File: config.mk
export PLATFORM = sky130hd
export DESIGN_NAME = hvd_locate
export DESIGN_NICKNAME = d
export VERILOG_FILES = /design/src/hw/rtl/hvd_pkg.sv /design/src/hw/rtl/hvd_locate.sv
export SDC_FILE = /design/constraint.sdc
export NUM_CORES = 1
export LEC_CHECK = 0
export CAP_MARGIN = 20
export CORE_MARGIN = 2
export CORE_UTILIZATION = 50
export DETAILED_ROUTE_END_ITERATION = 6
export DONT_BUFFER_PORTS = 1
export PLACE_DENSITY = 0.63
export REMOVE_ABC_BUFFERS = 1
export SETUP_SLACK_MARGIN = 0.02
export SYNTH_ARGS = -nofsm -noshare
export SYNTH_HDL_FRONTEND = slang
export SYNTH_SLANG_ARGS = --single-unit
File: constraint.sdc
create_clock -name vclk -period 9.5
set_input_delay 0 -clock vclk [all_inputs]
set_output_delay 0 -clock vclk [all_outputs]
set_load 0.01 [all_outputs]
File: src/hw/rtl/hvd_pkg.sv
// shared types, codes and parity function for the hvd parity scrubber
`timescale 1ns / 1ps
`default_nettype none
package hvd_pkg;

	// widths of the item fields and the reference entry
	localparam int DATA_W = 64;
	localparam int IDX_W = 8;
	localparam int IDX_SPAN = 2 ** IDX_W;
	localparam int PAR_W = 31;
	localparam int NUM_BLOCKS_DEF = 256;

	// command codes
	localparam logic CMD_STORE = 1'b0;
	localparam logic CMD_CHECK = 1'b1;

	// status codes
	localparam logic [1:0] ST_STORED = 2'd0;
	localparam logic [1:0] ST_CLEAN = 2'd1;
	localparam logic [1:0] ST_FIXED = 2'd2;
	localparam logic [1:0] ST_FAIL = 2'd3;

	// mismatch counts and the first three positions of each parity group
	typedef struct packed {
		logic [3:0] hn;
		logic [3:0] vn;
		logic [3:0] dn;
		logic [2:0] h0;
		logic [2:0] h1;
		logic [2:0] h2;
		logic [2:0] v0;
		logic [2:0] v1;
		logic [2:0] v2;
		logic [3:0] d0;
		logic [3:0] d1;
		logic [3:0] d2;
	} loc_t;

	// row parity in 7:0, column parity in 15:8, anti-diagonal parity in 30:16
	function automatic logic [PAR_W-1:0] grid_parity(input logic [DATA_W-1:0] data);
		logic [7:0] rows;
		logic [7:0] cols;
		logic [14:0] diags;
		rows = '0;
		cols = '0;
		diags = '0;
		for (int r = 0; r < 8; r++) begin
			for (int c = 0; c < 8; c++) begin
				rows[r] = rows[r] ^ data[8*r+c];
				cols[c] = cols[c] ^ data[8*r+c];
				diags[r+c] = diags[r+c] ^ data[8*r+c];
			end
		end
		return {diags, cols, rows};
	endfunction

endpackage
`default_nettype wire

File: src/hw/rtl/hvd_locate.sv
// counts and locates mismatched rows, columns and diagonals of a syndrome
`timescale 1ns / 1ps
`default_nettype none
module hvd_locate (
	input  wire logic [hvd_pkg::PAR_W-1:0] syn,
	output hvd_pkg::loc_t                  loc
);

	always_comb begin
		loc = '0;
		// rows
		for (int i = 0; i < 8; i++) begin
			if (syn[i]) begin
				if (loc.hn == 4'd0) loc.h0 = 3'(i);
				else if (loc.hn == 4'd1) loc.h1 = 3'(i);
				else if (loc.hn == 4'd2) loc.h2 = 3'(i);
				loc.hn = loc.hn + 4'd1;
			end
		end
		// columns
		for (int i = 0; i < 8; i++) begin
			if (syn[8+i]) begin
				if (loc.vn == 4'd0) loc.v0 = 3'(i);
				else if (loc.vn == 4'd1) loc.v1 = 3'(i);
				else if (loc.vn == 4'd2) loc.v2 = 3'(i);
				loc.vn = loc.vn + 4'd1;
			end
		end
		// anti-diagonals
		for (int i = 0; i < 15; i++) begin
			if (syn[16+i]) begin
				if (loc.dn == 4'd0) loc.d0 = 4'(i);
				else if (loc.dn == 4'd1) loc.d1 = 4'(i);
				else if (loc.dn == 4'd2) loc.d2 = 4'(i);
				loc.dn = loc.dn + 4'd1;
			end
		end
	end

endmodule
`default_nettype wire

# After elaboration in Yosys (flattened, before gate mapping)
# Cells that the tools add are included.
# word_totals
register_bits	0
in_bits	31
out_inout_bits	42
word_cells	311
# classes
add_sub_neg	28
n_eq_ne	56
mux	199
n_reduce_logical	28
# ops
operator	count
$mux 4	82
$mux 12	13
$mux 3	48
$mux 9	13
$add 4x1->4 const B	28
$eq 4x1->1 const B	28
$eq 4x2->1 const B	28
$logic_not 4->1	28
$mux 8	13
$mux 6	12
$mux 1	15
$mux 7	2
$mux 5	1

# Depth between registers and ports, before layout
# Gate-level depths: netlist of the first run.
# depth
word_depth	58
depth_mapped	49
depth_no_buf	49

# Least setup slack after synthesis of the first run
# No wires, ideal clock.
# synth_path
path_kind	input -> output
from	input syn[16] (netlist bit)
to	output loc[1] (netlist bit)
arrival_ns	8.808
t_required_ns	9.500
slack_ns	0.692
path_stages	46
path_buffers	0
cell_sequence	fa_1 -> ha_1 -> and2_1 -> a31oi_1 -> inv_1 -> ha_1 -> nand2_1 -> o21a_1 -> nor2_1 -> inv_1 -> ha_1 -> nand2_1 -> o31ai_1 -> inv_1 -> ha_1 -> nand2_1 -> o21ai_0 -> nand2_1 -> [... 10 more ...] -> inv_1 -> ha_1 -> nor2b_1 -> o21bai_1 -> ha_1 -> nand2_1 -> o21ai_0 -> inv_1 -> ha_1 -> mux2i_1 -> ha_1 -> nand2_1 -> o21ai_0 -> ha_1 -> nor2_1 -> nand4_1 -> mux2_2 -> a21bo_1
# synth_lines
element	line	rtl
start, declared	hvd_locate.sv:5	input wire logic [hvd_pkg::PAR_W-1:0] syn,
end, declared	hvd_locate.sv:6	output hvd_pkg::loc_t loc

==> results of run 1 <==
==> routing by layer <==
layer  track usage  wire [um]  part of all wire
met3       0.01497        354             0.030
met1        0.2758       5491              0.47
met4       0.01714        104            0.0088
met5             0          0                 0
met2        0.3878       5829              0.49
==> layout make-up <==
cell class / instances / area (um^2) / share of cell area
Timing Repair Buffer: 3 / 22.52 / 0.004309
Multi-Input combinational cell: 609 / 4808 / 0.9200
Inverter: 61 / 229.0 / 0.04381
Tap cell: 133 / 166.4 / 0.03184
==> metrics by stage <==
step	cell area, um^2	utilization	cells	hold WS (ns)
global placement	5191	0.5287	806	0.09569
CTS	5191	0.5287	806	0.09346
floorplan	5002	-	670	0.08767
finish	5226	0.5322	806	0.09127
detailed placement	5191	0.5287	806	0.09345
global route	5226	0.5322	806	0.09403
==> cell usage in the layout (no fill, tap or decap), types with 4 or more instances in the layout <==
master	synthesis	routed
nor4b_1	7	7
inv_1	57	57
mux2i_1	12	11
a211oi_1	6	6
xor2_1	14	14
nand3b_1	10	10
o2bb2ai_1	4	4
a21o_1	9	9
or2_2	4	4
nand2b_1	10	10
nand2_1	90	90
o211ai_1	8	8
a21oi_1	22	22
nand3_1	34	34
and4b_1	5	5
nand4_1	7	7
nor4_1	4	4
a21boi_0	5	5
a31oi_1	11	10
and3b_1	4	4
xnor2_1	43	43
o21ai_0	28	25
a21boi_1	4	4
ha_1	102	101
nor3b_1	9	9
and2_1	9	9
o31ai_1	6	6
and3_1	8	8
o21a_1	4	4
nor3_1	14	14
nor2b_1	6	6
nand4b_1	8	8
inv_2	4	4
nor2_1	31	30
o2111ai_1	4	4
==> synthesized netlist by cell type (8+ instances only) <==
cell type  count  area (um^2)
nand2_1       90        337.8
nand2b_1      10        62.56
xor2_1        14        122.6
and2_1         9        56.30
nand3_1       34        170.2
clkbuf_1      13        48.80
nand4b_1       8        70.07
o21ai_0       28        140.1
mux2i_1       12        120.1
nor3_1        14        70.07
a21oi_1       22        110.1
a31oi_1       11        68.82
a21o_1         9        67.56
nand3b_1      10        75.07
and3_1         8        50.05
ha_1         102         1276
o211ai_1       8        60.06
inv_1         57        214.0
nor3b_1        9        67.56
xnor2_1       43        376.6
nor2_1        31        116.4
==> worst max-delay path by stage <==
stage,startpoint,to,slack [ns],cells after the start
3_5_place_dp,syn[16],loc[1],0.16,46
2_1_floorplan,syn[16],loc[1],0.75,46
3_3_place_gp,syn[16],loc[1],0.54,46
4_1_cts,syn[16],loc[1],0.13,46
6_report,syn[16],loc[1],0.74,48
5_1_grt,syn[16],loc[1],-0.04,48
==> power by group <==
| group | switching (mW) | internal, mW |
|---|---|---|
| sequential | 0 | 0 |
| clock | 0 | 0 |
| combinational | 0.773 | 0.520 |
| total | 0.773 | 0.520 |
==> kinds of logic after synthesis <==
group / share of synthesized area
AND/OR/NAND/NOR: 0.2872
buffers and inverters: 0.06426
AO/OA/AOI/OAI: 0.2075
multiplexers: 0.03090
XOR/XNOR: 0.1481
adder cells (fa/ha/maj): 0.2620
==> timing repair <==
| item | 4_1_cts | 5_1_grt |
|---|---|---|
| buffers inserted | 0 | 0 |
| gates resized for setup | 0 | 12 |
| endpoints found under the hold margin | 0 | 0 |
| setup endpoints to repair | 0 | 15 |
| hold buffers | 0 | 0 |
==> metrics.md, run 1 <==
| Metric | Value |
|---|---|
| Synth-to-Final Area Change | 2.453% |
| Core Region | 9819 um^2 |
| Leakage | 2.438 nW |
| Initial DRC Count | 151 |
| Nets | 811 |
| Type of the worst setup path | in2out |
| WL final | 11780 um |
| Max Transition Viols Final | 0 |
| Starting Density | 0.5195 |
| Layout cells sized above 1 | 0.06241 |
| Status | completed |
| Setup WS post-layout | 0.7414 ns |
| Power consumption | 1.293 mW |
| CP top delay family | adder cells |
| Post-synthesis sequential area ratio | 0 |
| Critical Path Source Type | primary input |
| Pin count of the biggest net entering global routing | 16 |
| Vias | 4656 |
| DRC errors left | 0 |
| Slowest-stage cell, CP | ha_1 |
| Worst path buffer plus inverter count | 5 |
| Max incr delay on CP | 0.37 ns |
| Final setup fails | 0 |
| Gp weighted congestion | 0.8770 |
| Die span in y | 105.0 um |
| Required @ worst endpoint | 9.50 ns |
| FF+latch count | 0 |
| Placement Setup Slack | 0.1552 ns |
| Diodes inserted | 0 |
| Worst hold endpoint | loc[38] |
| Max_slew headroom | 0.3925 |
| Critical Path AT | 8.76 ns |
| Storage cell area | 0 um^2 |
| PD cells | 247.4 nW/um^2 |
| Fmax | 114.2 MHz |
| Cell row count | 36 |
| Drt via density | 5.777 |
| Number of port buffers | 0 |
| First-pass GRT wire length | 20340 um |
| Vias in the first global route | 4530 |
| Antenna viol nets, final | 0 |
| Cell Area, Synth | 5101 um^2 |
| Dpl hpwl | 10110 um |
| Worst Hold Class | in2out |
| Post-Syn Instances | 691 |
| Die X | 105.0 um |
| Remaining global-route overflow | 0 |
| Maximum fanout along the worst path | 5 |
| Clock Buffer Count | 0 |
| Final TNS setup | 0 ns |
| IO Count | 73 |
| Minimum clock period | 8.759 ns |
| FILL cells | 987 |
| Initial antenna violation count | 0 |
| Hold Path Origin | syn[7] |
| Syn Area/Cell | 7.382 um^2 |
| Netlist cell types | 82 |
| Routed WL per cell | 14.61 um |
| Gr usage total | 0.2099 |
| Total of max-cap violations | 0 |
| Fin. Hold Viols | 0 |
| Crit share post-route | 0.9220 |
| Maximum VDD drop | 0.1774 mV |
| CP Capture Type | primary output |
| Syn. warnings | 0 |
| Die area | 11030 um^2 |
| Worst-Margin Slew | 0.8882 ns |
| Hold path depth | 1 |
| TritonRoute pass-1 iters | 4 |
| Most common cell on crit path | ha_1 |
Note: power is estimated with default switching activity, not from simulation.
==> inputs of run 2 (changes only) <==
Settings changed: GPL_TIMING_DRIVEN set to 0.
==> metrics.md, run 2 (synthesized netlist as in run 1, its figures left out) <==
| Metric | Value |
|---|---|
| GR peak layer | met2 |
| Max Transition Viols Final | 0 |
| Leakage | 2.453 nW |
| Number of port buffers | 0 |
| Required @ worst endpoint | 9.50 ns |
| Starting Density | 0.5195 |
| Hold Buf Count CTS | 0 |
| TritonRoute pass-1 iters | 4 |
| Synth-to-Final Area Change | 4.170% |
| Gr usage total | 0.2106 |
| Maximum VDD drop | 0.1601 mV |
| Final TNS setup | 0 ns |
| Placed cell area | 5169 um^2 |
| Slowest-stage cell, CP | ha_1 |
| Routed WL per cell | 15.00 um |
| Die span in y | 105.0 um |
| Minimum clock period | 8.811 ns |
| CP top delay family | adder cells |
| Clock Buffer Count | 0 |
| FILL cells | 974 |
| PD cells | 250.6 nW/um^2 |
| Leading cell type in the layout, fill and taps excluded | ha_1 |
| Max incr delay on CP | 0.33 ns |
| DRC errors left | 0 |
| Final Cell Area | 5314 um^2 |
| WL final | 12110 um |
| Final setup fails | 0 |
| Cell row count | 36 |
| Maximum fanout along the worst path | 5 |
| Die X | 105.0 um |
| Remaining global-route overflow | 0 |
| Antenna viol nets, final | 0 |
| Critical Path AT | 8.81 ns |
| Crit share post-route | 0.9275 |
| Die area | 11030 um^2 |
| Initial antenna violation count | 0 |
| Met2 Use GR | 0.4096 |
| Fin. Hold Viols | 0 |
| Total of max-cap violations | 0 |
| M3 GR Usage | 0.01560 |
| IO Count | 73 |
| Met1 usage | 0.2627 |
| Vias | 4704 |
| Gp weighted congestion | 0.8625 |
| FF+latch count | 0 |
| Most common cell on crit path | ha_1 |
| RSZ-0062 raised after global routing | no |
| Storage cell area | 0 um^2 |
| Max_slew headroom | 0.2800 |
| First-pass GRT wire length | 20460 um |
| Worst-Margin Slew | 1.053 ns |
| Initial DRC Count | 224 |
| Nets | 812 |
| Type of the worst setup path | in2out |
| Status | completed |
| Final Util | 0.5412 |
| Worst path buffer plus inverter count | 5 |
| Worst Hold Class | in2out |
| Drt via density | 5.829 |
| Critical Path Source Type | primary input |
| Core Region | 9819 um^2 |
| Fmax | 113.5 MHz |
| Diodes inserted | 0 |
| Most frequent cells in the layout | ha_1 (100), nand2_1 (90), inv_1 (57) |
| Pin count of the biggest net entering global routing | 16 |
| Vias in the first global route | 4535 |
| CP Capture Type | primary output |
| Dpl hpwl | 10140 um |
| Layout cells sized above 1 | 0.07122 |
run 2: layout make-up:
type / count / area [um^2] / area share
inverter: 61 / 229.0 / 0.04309
timing repair buffer: 4 / 30.03 / 0.005651
tap: 133 / 166.4 / 0.03132
multi-input combinational: 609 / 4888 / 0.9199
run 2: power breakdown:
part / internal, mW / switching, mW / total, mW
sequential: 0 / 0 / 0
combinational: 0.539 / 0.793 / 1.33
clock: 0 / 0 / 0
total: 0.539 / 0.793 / 1.33
run 2: routing by layer:
metal / part of all wire / vias to the layer above / routed length, um
met5: 0 / - / 0
met4: 0.0038 / 0 / 46
met3: 0.030 / 7 / 359
met2: 0.50 / 70 / 6084
met1: 0.46 / 2218 / 5618
li1: - / 2409 / -
run 2: metrics by stage:
| step | std cells | power (mW) | setup slack [ns] | hold WS (ns) |
|---|---|---|---|---|
| after CTS | 804 | 1.301 | 0.04905 | 0.09358 |
| after floorplan | 670 | 1.051 | 0.7528 | 0.08767 |
| after global placement | 803 | 1.242 | -0.5186 | 0.09534 |
| after detailed placement | 803 | 1.274 | -0.7820 | 0.09214 |
| after global routing | 807 | 1.482 | 0.04964 | 0.09447 |
| final | 807 | 1.332 | 0.6890 | 0.09144 |
run 2: final timing paths:
path	startpoint	end	depth (start not counted)
max	syn[16]	loc[1]	48
min	syn[30]	loc[30]	1
run 2: timing repair:
item	4_1_cts	5_1_grt
setup buffers	1	3
gates resized for setup	10	12
pin swaps	1	1
endpoints found under the setup margin	15	15
